<file path="src/hw/rtl/i2cm_pkg.sv">
// shared types, codes and helpers of the i2c register access master
package i2cm_pkg;

    localparam int BUF_DEPTH = 256;
    localparam int BUF_AW    = (BUF_DEPTH > 1) ? $clog2(BUF_DEPTH) : 1;

    localparam logic [15:0] PHASE_TICKS_RESET = 16'd32;
    localparam logic [9:0]  ACK_TIMEOUT_RESET = 10'd300;

    localparam logic [1:0] CFG_PHASE_TICKS = 2'd0;
    localparam logic [1:0] CFG_ACK_TIMEOUT = 2'd1;

    localparam logic [1:0] STATUS_OK       = 2'd0;
    localparam logic [1:0] STATUS_ACK_FAIL = 2'd1;
    localparam logic [1:0] STATUS_INVALID  = 2'd2;

    localparam logic [1:0] STAGE_DEV  = 2'd0;
    localparam logic [1:0] STAGE_REG  = 2'd1;
    localparam logic [1:0] STAGE_DATA = 2'd2;
    localparam logic [1:0] STAGE_RD   = 2'd3;

    typedef enum logic [1:0] {
        CMD_TICK  = 2'd0,
        CMD_LOAD  = 2'd1,
        CMD_WRITE = 2'd2,
        CMD_READ  = 2'd3
    } cmd_t;

    typedef enum logic [2:0] {
        KIND_TICK,
        KIND_LOAD,
        KIND_WRITE,
        KIND_READ,
        KIND_BAD_LEN
    } kind_t;

    typedef struct packed {
        kind_t       kind;
        logic [6:0]  dev_addr;
        logic [7:0]  reg_addr;
        logic [7:0]  byte_count;
        logic [7:0]  buf_index;
        logic [7:0]  wr_byte;
        logic        load_ok;
        logic        sda;
    } item_t;

    typedef struct packed {
        logic can_push;
        logic has_item;
    } q_stat_t;

    typedef enum logic [4:0] {
        PH_IDLE,
        PH_STA_A,
        PH_STA_B,
        PH_STA_C,
        PH_STA_D,
        PH_TX_SET,
        PH_TX_HI,
        PH_TX_LO,
        PH_ACK_LO,
        PH_ACK_HI,
        PH_ACK_END,
        PH_RX_LO,
        PH_RX_HI,
        PH_RXA_LO,
        PH_RXA_HI,
        PH_RXA_END,
        PH_STP_A,
        PH_STP_B,
        PH_STP_C
    } phase_t;

    typedef struct packed {
        logic scl;
        logic sda;
    } drive_t;

    typedef struct packed {
        logic       scl_level;
        logic       sda_pull_low;
        logic       busy;
        logic       rx_valid;
        logic [7:0] rx_byte;
        logic [7:0] rx_index;
        logic       done;
        logic [1:0] status;
    } result_t;

    // bus drive levels on entering a phase
    function automatic drive_t enter_drive(phase_t s, drive_t cur, logic msb, logic more);
        drive_t d;
        d = cur;
        unique case (s)
            PH_STA_A:   d.sda = 1'b0;
            PH_STA_B:   d.scl = 1'b1;
            PH_STA_C:   d.sda = 1'b1;
            PH_STA_D:   d.scl = 1'b0;
            PH_TX_SET:  begin d.scl = 1'b0; d.sda = ~msb; end
            PH_TX_HI:   d.scl = 1'b1;
            PH_TX_LO:   d.scl = 1'b0;
            PH_ACK_LO:  begin d.scl = 1'b0; d.sda = 1'b0; end
            PH_ACK_HI:  d.scl = 1'b1;
            PH_ACK_END: d.scl = 1'b0;
            PH_RX_LO:   begin d.scl = 1'b0; d.sda = 1'b0; end
            PH_RX_HI:   d.scl = 1'b1;
            PH_RXA_LO:  begin d.scl = 1'b0; d.sda = more; end
            PH_RXA_HI:  d.scl = 1'b1;
            PH_RXA_END: d.scl = 1'b0;
            PH_STP_A:   begin d.scl = 1'b0; d.sda = 1'b1; end
            PH_STP_B:   d.scl = 1'b1;
            PH_STP_C:   d.sda = 1'b0;
            default:    d = cur;
        endcase
        return d;
    endfunction

endpackage

</file>
<file path="src/hw/rtl/i2cm_front.sv">
// input side: accepts ticks and classifies the command they carry
module i2cm_front (
    input  logic                aclk,
    input  logic                aresetn,
    input  logic                s_valid,
    output logic                s_ready,
    input  logic [1:0]          s_command,
    input  logic [6:0]          s_dev_addr,
    input  logic [7:0]          s_reg_addr,
    input  logic [7:0]          s_byte_count,
    input  logic [7:0]          s_buf_index,
    input  logic [7:0]          s_wr_byte,
    input  logic                s_sda_in,
    input  i2cm_pkg::q_stat_t   q_stat,
    output logic                push,
    output i2cm_pkg::item_t     push_item
);

    logic in_reset_reg;

    always_ff @(posedge aclk) begin
        in_reset_reg <= ~aresetn;
    end

    assign s_ready = q_stat.can_push & ~in_reset_reg;
    assign push    = s_valid & s_ready;

    always_comb begin
        push_item            = '0;
        push_item.dev_addr   = s_dev_addr;
        push_item.reg_addr   = s_reg_addr;
        push_item.byte_count = s_byte_count;
        push_item.buf_index  = s_buf_index;
        push_item.wr_byte    = s_wr_byte;
        push_item.sda        = s_sda_in;
        push_item.load_ok    = ({1'b0, s_buf_index} < 9'(i2cm_pkg::BUF_DEPTH));
        unique case (i2cm_pkg::cmd_t'(s_command))
            i2cm_pkg::CMD_TICK: push_item.kind = i2cm_pkg::KIND_TICK;
            i2cm_pkg::CMD_LOAD: push_item.kind = i2cm_pkg::KIND_LOAD;
            i2cm_pkg::CMD_WRITE: begin
                push_item.kind = (s_byte_count == 8'd0) ? i2cm_pkg::KIND_BAD_LEN
                                                        : i2cm_pkg::KIND_WRITE;
            end
            i2cm_pkg::CMD_READ: begin
                push_item.kind = (s_byte_count == 8'd0) ? i2cm_pkg::KIND_BAD_LEN
                                                        : i2cm_pkg::KIND_READ;
            end
            default: push_item.kind = i2cm_pkg::KIND_TICK;
        endcase
    end

endmodule

</file>
<file path="src/hw/rtl/i2cm_queue.sv">
// two-entry queue between the classifying front and the bus engine
module i2cm_queue (
    input  logic                aclk,
    input  logic                aresetn,
    input  logic                push,
    input  i2cm_pkg::item_t     push_item,
    input  logic                pop,
    output i2cm_pkg::item_t     head_item,
    output i2cm_pkg::q_stat_t   q_stat
);

    i2cm_pkg::item_t slot_reg [2];
    logic            wr_ptr_reg, wr_ptr_next;
    logic            rd_ptr_reg, rd_ptr_next;
    logic [1:0]      count_reg, count_next;
    logic            do_push, do_pop;

    assign q_stat.can_push = (count_reg != 2'd2);
    assign q_stat.has_item = (count_reg != 2'd0);
    assign do_push   = push & q_stat.can_push;
    assign do_pop    = pop & q_stat.has_item;
    assign head_item = slot_reg[rd_ptr_reg];

    always_comb begin
        wr_ptr_next = wr_ptr_reg ^ do_push;
        rd_ptr_next = rd_ptr_reg ^ do_pop;
        count_next  = count_reg + 2'(do_push) - 2'(do_pop);
    end

    always_ff @(posedge aclk) begin
        if (!aresetn) begin
            wr_ptr_reg <= 1'b0;
            rd_ptr_reg <= 1'b0;
            count_reg  <= 2'd0;
        end else begin
            wr_ptr_reg <= wr_ptr_next;
            rd_ptr_reg <= rd_ptr_next;
            count_reg  <= count_next;
        end
    end

    always_ff @(posedge aclk) begin
        if (do_push) begin
            slot_reg[wr_ptr_reg] <= push_item;
        end
    end

endmodule

</file>
<file path="src/hw/rtl/i2cm_back.sv">
// bus engine: phase sequencer, write buffer, config registers and result register
module i2cm_back (
    input  logic                aclk,
    input  logic                aresetn,
    input  logic                cfg_valid,
    output logic                cfg_ready,
    input  logic [1:0]          cfg_index,
    input  logic [15:0]         cfg_data,
    input  i2cm_pkg::q_stat_t   q_stat,
    input  i2cm_pkg::item_t     head_item,
    output logic                pop,
    output logic                m_valid,
    input  logic                m_ready,
    output i2cm_pkg::result_t   m_result
);

    logic [15:0]       phase_ticks_reg;
    logic [9:0]        ack_timeout_reg;

    i2cm_pkg::phase_t  state_reg, state_next;
    logic [15:0]       timer_reg, timer_next;
    logic [3:0]        bit_cnt_reg, bit_cnt_next;
    logic [7:0]        byte_cnt_reg, byte_cnt_next;
    logic [7:0]        shift_reg, shift_next;
    logic [9:0]        ack_wait_reg, ack_wait_next;
    logic [6:0]        dev_addr_reg, dev_addr_next;
    logic [7:0]        reg_addr_reg, reg_addr_next;
    logic [7:0]        length_reg, length_next;
    logic              read_mode_reg, read_mode_next;
    logic [1:0]        stage_reg, stage_next;
    logic              fail_reg, fail_next;
    i2cm_pkg::drive_t  drv_reg, drv_next;

    logic [7:0]        mem [i2cm_pkg::BUF_DEPTH];
    logic [7:0]        rd_data_reg;
    logic [i2cm_pkg::BUF_AW-1:0] rd_addr;
    logic              mem_we;

    i2cm_pkg::result_t res_reg, res_next;
    logic              m_valid_reg;

    logic [15:0]       limit;
    logic [16:0]       timer_inc;
    logic              fire;
    logic              do_go;
    i2cm_pkg::phase_t  go_to;
    logic [8:0]        byte_inc;
    logic [8:0]        next_idx;

    assign cfg_ready = 1'b1;
    assign pop       = q_stat.has_item & (~m_valid_reg | m_ready);
    assign m_valid   = m_valid_reg;
    assign m_result  = res_reg;

    always_ff @(posedge aclk) begin
        if (!aresetn) begin
            phase_ticks_reg <= i2cm_pkg::PHASE_TICKS_RESET;
            ack_timeout_reg <= i2cm_pkg::ACK_TIMEOUT_RESET;
        end else if (cfg_valid) begin
            if (cfg_index == i2cm_pkg::CFG_PHASE_TICKS) begin
                phase_ticks_reg <= cfg_data;
            end else if (cfg_index == i2cm_pkg::CFG_ACK_TIMEOUT) begin
                ack_timeout_reg <= cfg_data[9:0];
            end
        end
    end

    // prefetch of the next data byte, stable long before it is sent
    assign next_idx = (stage_reg == i2cm_pkg::STAGE_DATA) ? ({1'b0, byte_cnt_reg} + 9'd1)
                                                          : 9'd0;
    assign rd_addr  = i2cm_pkg::BUF_AW'(next_idx % i2cm_pkg::BUF_DEPTH);
    assign mem_we   = pop & (state_reg == i2cm_pkg::PH_IDLE)
                    & (head_item.kind == i2cm_pkg::KIND_LOAD) & head_item.load_ok;

    always_ff @(posedge aclk) begin
        if (mem_we) begin
            mem[head_item.buf_index[i2cm_pkg::BUF_AW-1:0]] <= head_item.wr_byte;
        end
        rd_data_reg <= mem[rd_addr];
    end

    assign limit     = (phase_ticks_reg == 16'd0) ? 16'd1 : phase_ticks_reg;
    assign timer_inc = {1'b0, timer_reg} + 17'd1;
    assign fire      = (timer_inc >= {1'b0, limit});
    assign byte_inc  = {1'b0, byte_cnt_reg} + 9'd1;

    always_comb begin
        state_next     = state_reg;
        timer_next     = timer_reg;
        bit_cnt_next   = bit_cnt_reg;
        byte_cnt_next  = byte_cnt_reg;
        shift_next     = shift_reg;
        ack_wait_next  = ack_wait_reg;
        dev_addr_next  = dev_addr_reg;
        reg_addr_next  = reg_addr_reg;
        length_next    = length_reg;
        read_mode_next = read_mode_reg;
        stage_next     = stage_reg;
        fail_next      = fail_reg;
        drv_next       = drv_reg;
        do_go          = 1'b0;
        go_to          = i2cm_pkg::PH_IDLE;
        res_next       = '0;

        if (state_reg == i2cm_pkg::PH_IDLE) begin
            case (head_item.kind)
                i2cm_pkg::KIND_BAD_LEN: begin
                    res_next.done   = 1'b1;
                    res_next.status = i2cm_pkg::STATUS_INVALID;
                end
                i2cm_pkg::KIND_WRITE, i2cm_pkg::KIND_READ: begin
                    dev_addr_next  = head_item.dev_addr;
                    reg_addr_next  = head_item.reg_addr;
                    length_next    = head_item.byte_count;
                    read_mode_next = (head_item.kind == i2cm_pkg::KIND_READ);
                    stage_next     = i2cm_pkg::STAGE_DEV;
                    fail_next      = 1'b0;
                    byte_cnt_next  = 8'd0;
                    do_go          = 1'b1;
                    go_to          = i2cm_pkg::PH_STA_A;
                end
                default: ;
            endcase
        end else begin
            timer_next = timer_inc[15:0];
            if (fire) begin
                unique case (state_reg)
                    i2cm_pkg::PH_STA_A: begin do_go = 1'b1; go_to = i2cm_pkg::PH_STA_B; end
                    i2cm_pkg::PH_STA_B: begin do_go = 1'b1; go_to = i2cm_pkg::PH_STA_C; end
                    i2cm_pkg::PH_STA_C: begin do_go = 1'b1; go_to = i2cm_pkg::PH_STA_D; end
                    i2cm_pkg::PH_STA_D: begin
                        shift_next   = {dev_addr_reg, (stage_reg == i2cm_pkg::STAGE_RD)};
                        bit_cnt_next = 4'd0;
                        do_go        = 1'b1;
                        go_to        = i2cm_pkg::PH_TX_SET;
                    end
                    i2cm_pkg::PH_TX_SET: begin do_go = 1'b1; go_to = i2cm_pkg::PH_TX_HI; end
                    i2cm_pkg::PH_TX_HI:  begin do_go = 1'b1; go_to = i2cm_pkg::PH_TX_LO; end
                    i2cm_pkg::PH_TX_LO: begin
                        shift_next   = {shift_reg[6:0], 1'b0};
                        bit_cnt_next = bit_cnt_reg + 4'd1;
                        do_go        = 1'b1;
                        if (bit_cnt_reg + 4'd1 < 4'd8) begin
                            go_to = i2cm_pkg::PH_TX_SET;
                        end else begin
                            ack_wait_next = 10'd0;
                            go_to         = i2cm_pkg::PH_ACK_LO;
                        end
                    end
                    i2cm_pkg::PH_ACK_LO: begin do_go = 1'b1; go_to = i2cm_pkg::PH_ACK_HI; end
                    i2cm_pkg::PH_ACK_HI: begin
                        do_go = 1'b1;
                        if (!head_item.sda) begin
                            go_to = i2cm_pkg::PH_ACK_END;
                        end else if (ack_wait_reg >= ack_timeout_reg) begin
                            fail_next = 1'b1;
                            go_to     = i2cm_pkg::PH_STP_A;
                        end else begin
                            ack_wait_next = ack_wait_reg + 10'd1;
                            go_to         = i2cm_pkg::PH_ACK_HI;
                        end
                    end
                    i2cm_pkg::PH_ACK_END: begin
                        do_go = 1'b1;
                        case (stage_reg)
                            i2cm_pkg::STAGE_DEV: begin
                                stage_next   = i2cm_pkg::STAGE_REG;
                                shift_next   = reg_addr_reg;
                                bit_cnt_next = 4'd0;
                                go_to        = i2cm_pkg::PH_TX_SET;
                            end
                            i2cm_pkg::STAGE_REG: begin
                                if (read_mode_reg) begin
                                    stage_next = i2cm_pkg::STAGE_RD;
                                    go_to      = i2cm_pkg::PH_STA_A;
                                end else begin
                                    stage_next    = i2cm_pkg::STAGE_DATA;
                                    byte_cnt_next = 8'd0;
                                    shift_next    = rd_data_reg;
                                    bit_cnt_next  = 4'd0;
                                    go_to         = i2cm_pkg::PH_TX_SET;
                                end
                            end
                            i2cm_pkg::STAGE_DATA: begin
                                byte_cnt_next = byte_inc[7:0];
                                if (byte_inc[7:0] >= length_reg) begin
                                    go_to = i2cm_pkg::PH_STP_A;
                                end else begin
                                    shift_next   = rd_data_reg;
                                    bit_cnt_next = 4'd0;
                                    go_to        = i2cm_pkg::PH_TX_SET;
                                end
                            end
                            default: begin
                                byte_cnt_next = 8'd0;
                                shift_next    = 8'd0;
                                bit_cnt_next  = 4'd0;
                                go_to         = i2cm_pkg::PH_RX_LO;
                            end
                        endcase
                    end
                    i2cm_pkg::PH_RX_LO: begin do_go = 1'b1; go_to = i2cm_pkg::PH_RX_HI; end
                    i2cm_pkg::PH_RX_HI: begin
                        shift_next   = {shift_reg[6:0], head_item.sda};
                        bit_cnt_next = bit_cnt_reg + 4'd1;
                        do_go        = 1'b1;
                        if (bit_cnt_reg + 4'd1 >= 4'd8) begin
                            res_next.rx_valid = 1'b1;
                            res_next.rx_byte  = {shift_reg[6:0], head_item.sda};
                            res_next.rx_index = byte_cnt_reg;
                            go_to             = i2cm_pkg::PH_RXA_LO;
                        end else begin
                            go_to = i2cm_pkg::PH_RX_LO;
                        end
                    end
                    i2cm_pkg::PH_RXA_LO: begin do_go = 1'b1; go_to = i2cm_pkg::PH_RXA_HI; end
                    i2cm_pkg::PH_RXA_HI: begin do_go = 1'b1; go_to = i2cm_pkg::PH_RXA_END; end
                    i2cm_pkg::PH_RXA_END: begin
                        byte_cnt_next = byte_inc[7:0];
                        do_go         = 1'b1;
                        if (byte_inc[7:0] >= length_reg) begin
                            go_to = i2cm_pkg::PH_STP_A;
                        end else begin
                            shift_next   = 8'd0;
                            bit_cnt_next = 4'd0;
                            go_to        = i2cm_pkg::PH_RX_LO;
                        end
                    end
                    i2cm_pkg::PH_STP_A: begin do_go = 1'b1; go_to = i2cm_pkg::PH_STP_B; end
                    i2cm_pkg::PH_STP_B: begin do_go = 1'b1; go_to = i2cm_pkg::PH_STP_C; end
                    default: begin
                        res_next.done   = 1'b1;
                        res_next.status = fail_reg ? i2cm_pkg::STATUS_ACK_FAIL
                                                   : i2cm_pkg::STATUS_OK;
                        state_next      = i2cm_pkg::PH_IDLE;
                        timer_next      = 16'd0;
                        drv_next.scl    = 1'b1;
                        drv_next.sda    = 1'b0;
                    end
                endcase
            end
        end

        if (do_go) begin
            state_next = go_to;
            timer_next = 16'd0;
            drv_next   = i2cm_pkg::enter_drive(go_to, drv_reg, shift_next[7],
                                               ({1'b0, byte_cnt_next} + 9'd1) <
                                               {1'b0, length_next});
        end

        res_next.scl_level    = drv_next.scl;
        res_next.sda_pull_low = drv_next.sda;
        res_next.busy         = (state_next != i2cm_pkg::PH_IDLE);
    end

    always_ff @(posedge aclk) begin
        if (!aresetn) begin
            state_reg     <= i2cm_pkg::PH_IDLE;
            timer_reg     <= 16'd0;
            bit_cnt_reg   <= 4'd0;
            byte_cnt_reg  <= 8'd0;
            shift_reg     <= 8'd0;
            ack_wait_reg  <= 10'd0;
            dev_addr_reg  <= 7'd0;
            reg_addr_reg  <= 8'd0;
            length_reg    <= 8'd0;
            read_mode_reg <= 1'b0;
            stage_reg     <= i2cm_pkg::STAGE_DEV;
            fail_reg      <= 1'b0;
            drv_reg       <= '{scl: 1'b1, sda: 1'b0};
            m_valid_reg   <= 1'b0;
        end else begin
            if (pop) begin
                state_reg     <= state_next;
                timer_reg     <= timer_next;
                bit_cnt_reg   <= bit_cnt_next;
                byte_cnt_reg  <= byte_cnt_next;
                shift_reg     <= shift_next;
                ack_wait_reg  <= ack_wait_next;
                dev_addr_reg  <= dev_addr_next;
                reg_addr_reg  <= reg_addr_next;
                length_reg    <= length_next;
                read_mode_reg <= read_mode_next;
                stage_reg     <= stage_next;
                fail_reg      <= fail_next;
                drv_reg       <= drv_next;
                m_valid_reg   <= 1'b1;
            end else if (m_ready) begin
                m_valid_reg   <= 1'b0;
            end
        end
    end

    always_ff @(posedge aclk) begin
        if (pop) begin
            res_reg <= res_next;
        end
    end

endmodule

</file>
<file path="src/hw/rtl/i2c_master_register_access.sv">
// top level of the i2c register access master
//
// every transaction on the s_ channel is one bus tick: it carries the sampled
// sda level and an optional command (load buffer byte, start register write,
// start register read). every accepted tick yields exactly one transaction on
// the m_ channel with the scl/sda drive levels, busy, any received byte and the
// done/status pair. the cfg channel writes phase_ticks (index 0) and
// ack_timeout (index 1) and is always ready; write it only while idle.
// the accepted tick is written into the two-entry queue, and the phase
// sequencer pops it from there and loads the result register. throughput is
// one tick per cycle while m_ready is high, as the sequencer steps once per
// tick. when m_ready is low a valid result holds in the result register, the
// queue fills and s_ready drops after at most two further ticks.
// reset clears the sequencer to idle with scl released high and sda released,
// restores phase_ticks 32 and ack_timeout 300; the write buffer keeps no reset
// and a buffer entry must be loaded before a write sends it.
module i2c_master_register_access (
    input  logic        aclk,
    input  logic        aresetn,
    input  logic        cfg_valid,
    output logic        cfg_ready,
    input  logic [1:0]  cfg_index,
    input  logic [15:0] cfg_data,
    input  logic        s_valid,
    output logic        s_ready,
    input  logic [1:0]  s_command,
    input  logic [6:0]  s_dev_addr,
    input  logic [7:0]  s_reg_addr,
    input  logic [7:0]  s_byte_count,
    input  logic [7:0]  s_buf_index,
    input  logic [7:0]  s_wr_byte,
    input  logic        s_sda_in,
    output logic        m_valid,
    input  logic        m_ready,
    output logic        m_scl_level,
    output logic        m_sda_pull_low,
    output logic        m_busy_res,
    output logic        m_rx_valid,
    output logic [7:0]  m_rx_byte,
    output logic [7:0]  m_rx_index,
    output logic        m_done_res,
    output logic [1:0]  m_status
);

    i2cm_pkg::q_stat_t q_stat;
    i2cm_pkg::item_t   push_item;
    i2cm_pkg::item_t   head_item;
    i2cm_pkg::result_t result;
    logic              push;
    logic              pop;

    i2cm_front u_front (
        .aclk         (aclk),
        .aresetn      (aresetn),
        .s_valid      (s_valid),
        .s_ready      (s_ready),
        .s_command    (s_command),
        .s_dev_addr   (s_dev_addr),
        .s_reg_addr   (s_reg_addr),
        .s_byte_count (s_byte_count),
        .s_buf_index  (s_buf_index),
        .s_wr_byte    (s_wr_byte),
        .s_sda_in     (s_sda_in),
        .q_stat       (q_stat),
        .push         (push),
        .push_item    (push_item)
    );

    i2cm_queue u_queue (
        .aclk      (aclk),
        .aresetn   (aresetn),
        .push      (push),
        .push_item (push_item),
        .pop       (pop),
        .head_item (head_item),
        .q_stat    (q_stat)
    );

    i2cm_back u_back (
        .aclk      (aclk),
        .aresetn   (aresetn),
        .cfg_valid (cfg_valid),
        .cfg_ready (cfg_ready),
        .cfg_index (cfg_index),
        .cfg_data  (cfg_data),
        .q_stat    (q_stat),
        .head_item (head_item),
        .pop       (pop),
        .m_valid   (m_valid),
        .m_ready   (m_ready),
        .m_result  (result)
    );

    assign m_scl_level    = result.scl_level;
    assign m_sda_pull_low = result.sda_pull_low;
    assign m_busy_res     = result.busy;
    assign m_rx_valid     = result.rx_valid;
    assign m_rx_byte      = result.rx_byte;
    assign m_rx_index     = result.rx_index;
    assign m_done_res     = result.done;
    assign m_status       = result.status;

endmodule

</file>
<file path="config.mk">
export PLATFORM = sky130hd
export DESIGN_NAME = i2c_master_register_access
export DESIGN_NICKNAME = d
export VERILOG_FILES = /design/src/hw/rtl/i2cm_pkg.sv /design/src/hw/rtl/i2cm_front.sv /design/src/hw/rtl/i2cm_queue.sv /design/src/hw/rtl/i2cm_back.sv /design/src/hw/rtl/i2c_master_register_access.sv
export SDC_FILE = /design/constraint.sdc
export NUM_CORES = 2
export LEC_CHECK = 0
export ABC_AREA = 1
export BUFFER_PORTS_ARGS = -buffer_cell sky130_fd_sc_hd__buf_2
export CAP_MARGIN = 20
export CORE_MARGIN = 3
export CORE_UTILIZATION = 45
export DETAILED_ROUTE_END_ITERATION = 16
export PLACE_DENSITY_LB_ADDON = 0.2
export SKIP_CTS_REPAIR_TIMING = 1
export SYNTH_ARGS = -nofsm -noshare
export SYNTH_HDL_FRONTEND = slang
export SYNTH_SLANG_ARGS = --single-unit
</file>
<file path="constraint.sdc">
create_clock -name aclk -period 9.6 [get_ports aclk]
set_input_delay 0.48 -clock aclk [delete_from_list [all_inputs] [get_ports aclk]]
set_output_delay 0.48 -clock aclk [all_outputs]
set_load 0.01 [all_outputs]
</file>
# Yosys cells after proc, flatten, opt, wreduce, memory -nomap -nowiden
# Memory sizes are Yosys's and may differ from the RTL's. A register that Yosys moved wholly into a read port is not among the register bits.
# Cells that the tools add are included.
# W data, S select, Z words.
[totals]
output_inout_bits = 26
register_bits = 135
n_memories = 2
elab_cells = 239
ramBits = 2134
[op_classes]
eq_ne = 55
mux = 83
n_reduce_logical = 36
add_sub_neg = 7
bitwise = 20
n_lt_le_gt_ge = 6
[memory_table]
columns = ["name", "depth", "width", "rd", "rd_clocked_by_memory_dff", "wr", "line", "text"]
rows = [
  ["u_back.mem", 256, 8, 1, 1, 1, "i2cm_back.sv:34", "logic [7:0] mem [i2cm_pkg::BUF_DEPTH];"],
  ["u_queue.slot_reg", 2, 43, 1, 1, 1, "i2cm_queue.sv:12", "i2cm_pkg::item_t slot_reg [2];"],
]
[ops]
columns = ["cell", "n"]
rows = [
  ["$mux W8", 12],
  ["$pmux W5 S17", 1],
  ["$eq A5 B4 Y1 const B", 16],
  ["$mux W16", 5],
  ["$mux W5", 10],
  ["$pmux W8 S3", 2],
  ["$eq A5 B3 Y1 const B", 8],
  ["$pmux W8 S5", 1],
  ["$mux W10", 3],
  ["$eq A5 B5 Y1 const B", 5],
  ["$mux W3", 8],
  ["$eq A5 B2 Y1 const B", 4],
  ["$mux W1", 20],
  ["$pmux W10 S2", 1],
  ["$add A16 B1 Y17 const B", 1],
  ["$ge A17 B16 Y1", 1],
  ["$mux W17", 1],
  ["$reduce_or A17 Y1", 1],
  ["$logic_not A16 Y1", 1],
  ["$mux W2", 8],
  ["$pmux W4 S4", 1],
  ["$pmux W8 S2", 1],
  ["$reduce_bool A2 Y1", 8],
  ["$pmux W5 S3", 1],
  ["other kinds (47)", 87],
]

# Longest topological paths before layout
[depth]
ltp_word = 11
mapped_depth = 41
mapped_depth_nobuf = 41

# Cells and area by module
# Synthesis repeated with hierarchy kept, for this count alone.
[unflattened]
cells_unflattened = 7290
hier_area_um2 = 95431.5
[by_module_without_submodules]
columns = ["module", "area_each_um2", "n_inst", "cells_each"]
rows = [
  ["i2cm_back", 91383.9, 1, 7055],
  ["i2cm_queue", 3623.5, 1, 173],
  ["i2cm_front", 424.2, 1, 62],
]

# Worst setup path before layout
# Ideal clock, no wire load.
[synth_timing]
kind = "register -> register"
startpoint = "reg u_back.timer_reg[0]"
endpoint = "reg u_back.drv_reg[0] in the netlist's numbering"
arrival_ns = 4.172
path_slack_ns = 5.372
setup_ns = 0.056
period_less_slack_ns = 4.228
stages_incl_launch_ff = 42
t_required_ns = 9.544
cell_sequence = "dfxtp_1 -> ha_1 -> nand2_2 -> nor2_4 -> nand3_1 -> nand3b_1 -> xor2_1 -> inv_1 -> ha_1 -> nand2_1 -> inv_1 -> nand2_1 -> nor2_1 -> a21oi_1 -> nand2_1 -> nand2_1 -> nand2_1 -> nand2_1 -> [... 6 more ...] -> ha_1 -> nand2_1 -> nor2_2 -> xor2_1 -> ha_1 -> nand2_1 -> nor2_1 -> a211oi_1 -> nand2_1 -> nand2_1 -> nand2_1 -> nand2_1 -> nand2_1 -> nand3_1 -> nand2_1 -> nand3_1 -> nand2_1 -> inv_1"
[synth_via]
elab_chain_cells = 8
elab_cells_between_ends = 27
[synth_rtl]
columns = ["item", "line", "text"]
rows = [
  ["from (decl)", "i2cm_back.sv:21", "logic [15:0] timer_reg, timer_next;"],
  ["from (signal assigned)", "i2cm_back.sv:276", "timer_reg <= timer_next;"],
  ["$add A16 B1 Y17", "i2cm_back.sv:83", "assign timer_inc = {1'b0, timer_reg} + 17'd1;"],
  ["$ge A17 B16 Y1", "i2cm_back.sv:84", "assign fire = (timer_inc >= {1'b0, limit});"],
  ["$mux W8", "i2cm_back.sv:126", "if (fire) begin"],
  ["$mux W8", "i2cm_back.sv:105", "if (state_reg == i2cm_pkg::PH_IDLE) begin"],
  ["named net u_back.byte_cnt_next[1]", "i2cm_back.sv:23", "logic [7:0] byte_cnt_reg, byte_cnt_next;"],
  ["$add A8 B1 Y9", "i2cm_back.sv:248", "({1'b0, byte_cnt_next} + 9'd1) <"],
  ["$lt A9 B8 Y1", "i2cm_back.sv:248", ""],
  ["$pmux W1 S4", "i2cm_pkg.sv:95", "unique case (s)"],
  ["$mux W2", "i2cm_back.sv:244", "if (do_go) begin"],
  ["to (signal assigned)", "i2cm_back.sv:271", "drv_reg <= '{scl: 1'b1, sda: 1'b0};"],
  ["to (signal assigned)", "i2cm_back.sv:287", "drv_reg <= drv_next;"],
  ["to (decl)", "i2cm_back.sv:32", "i2cm_pkg::drive_t drv_reg, drv_next;"],
]
# The timed path passes the listed nets, and every way through them passes these cells.
# A chain may end at the register's enable or synchronous reset.

# Final worst setup path
[layout_timing]
startpoint = "reg u_back.stage_reg[1]"
endpoint = "reg u_back.rd_data_reg[0] (read register of u_back.mem)"
[layout_via]
elab_chain_cells = 2
[layout_rtl]
columns = ["item", "line", "text"]
rows = [
  ["from (decl)", "i2cm_back.sv:30", "logic [1:0] stage_reg, stage_next;"],
  ["from (signal assigned)", "i2cm_back.sv:269", "stage_reg <= i2cm_pkg::STAGE_DEV;"],
  ["from (signal assigned)", "i2cm_back.sv:285", "stage_reg <= stage_next;"],
  ["$eq A2 B2 Y1", "i2cm_back.sv:69", "assign next_idx = (stage_reg == i2cm_pkg::STAGE_DATA) ? ({1'b0, byte_cnt_reg} + 9'd1)"],
  ["$mux W8", "i2cm_back.sv:69", ""],
  ["to (decl)", "i2cm_back.sv:35", "logic [7:0] rd_data_reg;"],
]
# Every way passes these cells.

==> impl_metrics.ini <==
[synthesis]
ys_async_sr_fraction = 0
synthFlopType = edfxtp_1
syn_area_mm2 = 0.0949
syn-mean-instance-area_um2 = 13.0
synth-simple-area-share = 0.125
syn_nets = 7407
synth_top_area_frac = 0.683
synthAdderAreaFrac = 0.00659
muxShareOfSynthArea = 0.00222
synth-edff-count = 2157
ys_seq_elements = 2278
yosysWarnings = 0
synth_top_family_by_area = compound AO/OA/AOI/OAI gates
synth.largest_area_cell = edfxtp_1
synth_compound_area_frac = 0.125
ys_top_cells_by_area = edfxtp_1 (68%), nand3_1 (5.6%), o211ai_1 (4.2%)
ys_seq_area_frac = 0.708
ys_types = 63
syn-instance-count = 7292
yosys.area_share.xor_xnor = 0.00212

[setup_path]
crit_family = simple AND/OR/NAND/NOR gates
crit_path_max_incr_delay_ns = 0.79
cp_max_fo = 199
crit_chain = nand2_2, nor2_4, buf_12, buf_4, buf_12, or2_2, o211ai_1, nand3_1, nand3_1, nand3_1, nand3_1, nand3_1, nand3_1, nand2_1
crit_type = reg2reg
cp.required_ns = 10.40
path_buf_inv = 3
start_kind = flop
crit_top_cell = nand3_1
arrival_ns = 5.73
end_kind = flop
cpMaxStageDelayCell = buf_4

[run]
maxCapViolations = 0

[cells_and_area]
largest_reg_flops = 2048
layout-drive-gt1-share = 0.159
nNetsFinal = 7351
final_cells = 10200
synthToLayoutAreaGrowth_pct = 11.6

[sta]
rsz0062_at_grt = no
fin_skew_ns = 0.0425
tightest_slew_ns = 1.15
hold_slack_ns = -0.0147
relSlewSlack = 0.236
fin_tns_setup_ns = 0
final_max_slew_viol_count = 0
finalHoldViolations = 1
fin_crit_sh = 0.514
fmax_ghz = 0.203
layout_min_cycle_time_ns = 4.93
finalSetupViolCount = 0

[floorplanning]
ioPinCount = 91
initial_core_util = 0.455
fp-row-count = 167
die_h_um = 465
die-area_mm2 = 0.216
coreArea_mm2 = 0.208
die_w_um = 465

[clock_tree]
htreeDepth = 4
clk_latency_ns = 0.88
cts_buffers = 231
cts_buffer_depth = 3
path_clk_slew_ns = 0.06
cts_root_buf = clkbuf_16
cts_tree = yes
clock-sinks = 2278

[drt]
ant_nets = 0
routed_via_density = 5.84
routed_wl_mm = 255
drc = 0
route.vias.total = 59700
avgRoutedWirePerCell_um = 24.9
drt-initial-drc-count = 6701
drt_first_pass_iters = 6

[status]
status = finished, violations left
violations = hold timing

[power_and_ir_drop]
powerDensity_mw_per_mm2 = 223
ir_drop_v = 0.000186
power.leakage_nw = 36.3

[grt]
track_usage = 0.230
grt_pass1_vias = 58300
antenna_found_initial = 7
grt_pass1_wl_mm = 379
grt_overflow = 0
grt_max_degree = 200

[placed_design]
place_congestion = 0.874
portBuffers = 89
place_hpwl_mm = 141
dp_cells = 9733

[min_path]
holdCritPathClass = in2reg
logic make-up after synthesis:
family / Yosys count
simple gates: 2355
flops: 2278
compound gates: 1825
buf+inv: 741
fa+ha+maj: 50
xor+xnor: 23
mux: 19
other cells: 1
through the flow:
step                 util  setup WS, ns  instance area, um^2  power, mW
floorplan               -          5.37                94900       13.6
global placement    0.469          4.59                97800       15.0
detailed placement  0.470          4.65                97800       15.0
CTS                 0.505          4.63               105000       23.8
global route        0.508          4.01               106000       24.4
finish              0.508          4.67               106000       23.6
final cells by class:
class,count,area (um^2)
clock inverter,144,1300
tap,2788,3490
timing repair buffer,227,1840
antenna,2,5.00
multi-input combinational,4273,25000
clock buffer,285,6160
fill,17700,102000
sequential,2278,67200
inverter,225,882
routing by layer:
| layer | vias up | GRT usage | wire [um] |
|---|---|---|---|
| li1 | 27200 | - | - |
| met5 | - | 0 | 16 |
| met2 | 2171 | 0.364 | 119000 |
| met4 | 2 | 0.0688 | 6940 |
| met3 | 371 | 0.0388 | 18700 |
| met1 | 30000 | 0.328 | 111000 |
cells in the final DEF, fill, tap and decap left out, types with 41 or more instances in the layout:
cell and instances:
clkbuf_1 41, a21oi_1 119, nand3_1 1065, o211ai_1 527, buf_2 89, nor2_1 369, o21bai_1 515, edfxtp_1 2157
dfxtp_1 120, clkbuf_16 235, clkinv_2 56, clkinv_1 49, buf_4 62, o21ai_0 611, or2_2 512, inv_1 179
ha_1 48, nand2_1 277, dlygate4sd3_1 57
cells in the mapped netlist, drive strengths merged, types with 5 or more instances:
| library cell | number |
|---|---|
| or2 | 514 |
| inv | 222 |
| dfxtp | 121 |
| o21bai | 516 |
| nor2 | 391 |
| a211oi | 5 |
| a21oi | 130 |
| o211ai | 529 |
| nor4 | 7 |
| ha | 50 |
| nand2 | 323 |
| nand3 | 1072 |
| edfxtp | 2157 |
| xnor2 | 7 |
| xor2 | 16 |
| o21ai | 626 |
| nand4 | 12 |
| buf | 100 |
| clkbuf | 416 |
| mux2 | 16 |
| nor3 | 25 |
report_power, final:
| part | leakage, nW | switching (mW) | total [mW] | internal (mW) |
|---|---|---|---|---|
| clock network | 3.66 | 3.77 | 8.84 | 5.07 |
| registers | 20.4 | 0.0936 | 11.9 | 11.8 |
| logic | 12.2 | 2.36 | 2.89 | 0.528 |
worst min-delay path, stage by stage:
cell	delay, ns
buf_2	0.07
o21ai_0	0.10
a21oi_1	0.15
path summary, 6_finish.rpt:
check,start,to,slack [ns],cells past startpoint
worst max-delay path,u_back.stage_reg[1],u_back.rd_data_reg[0],4.67,14
worst min-delay path,cfg_data[13],u_back.phase_ticks_reg[13],-0.01,3
worst max register to register,u_back.stage_reg[1],u_back.rd_data_reg[0],4.67,14
worst min register to register,u_back.shift_reg[5],u_back.shift_reg[5],0.47,2
(Power assumes the default switching activity.)
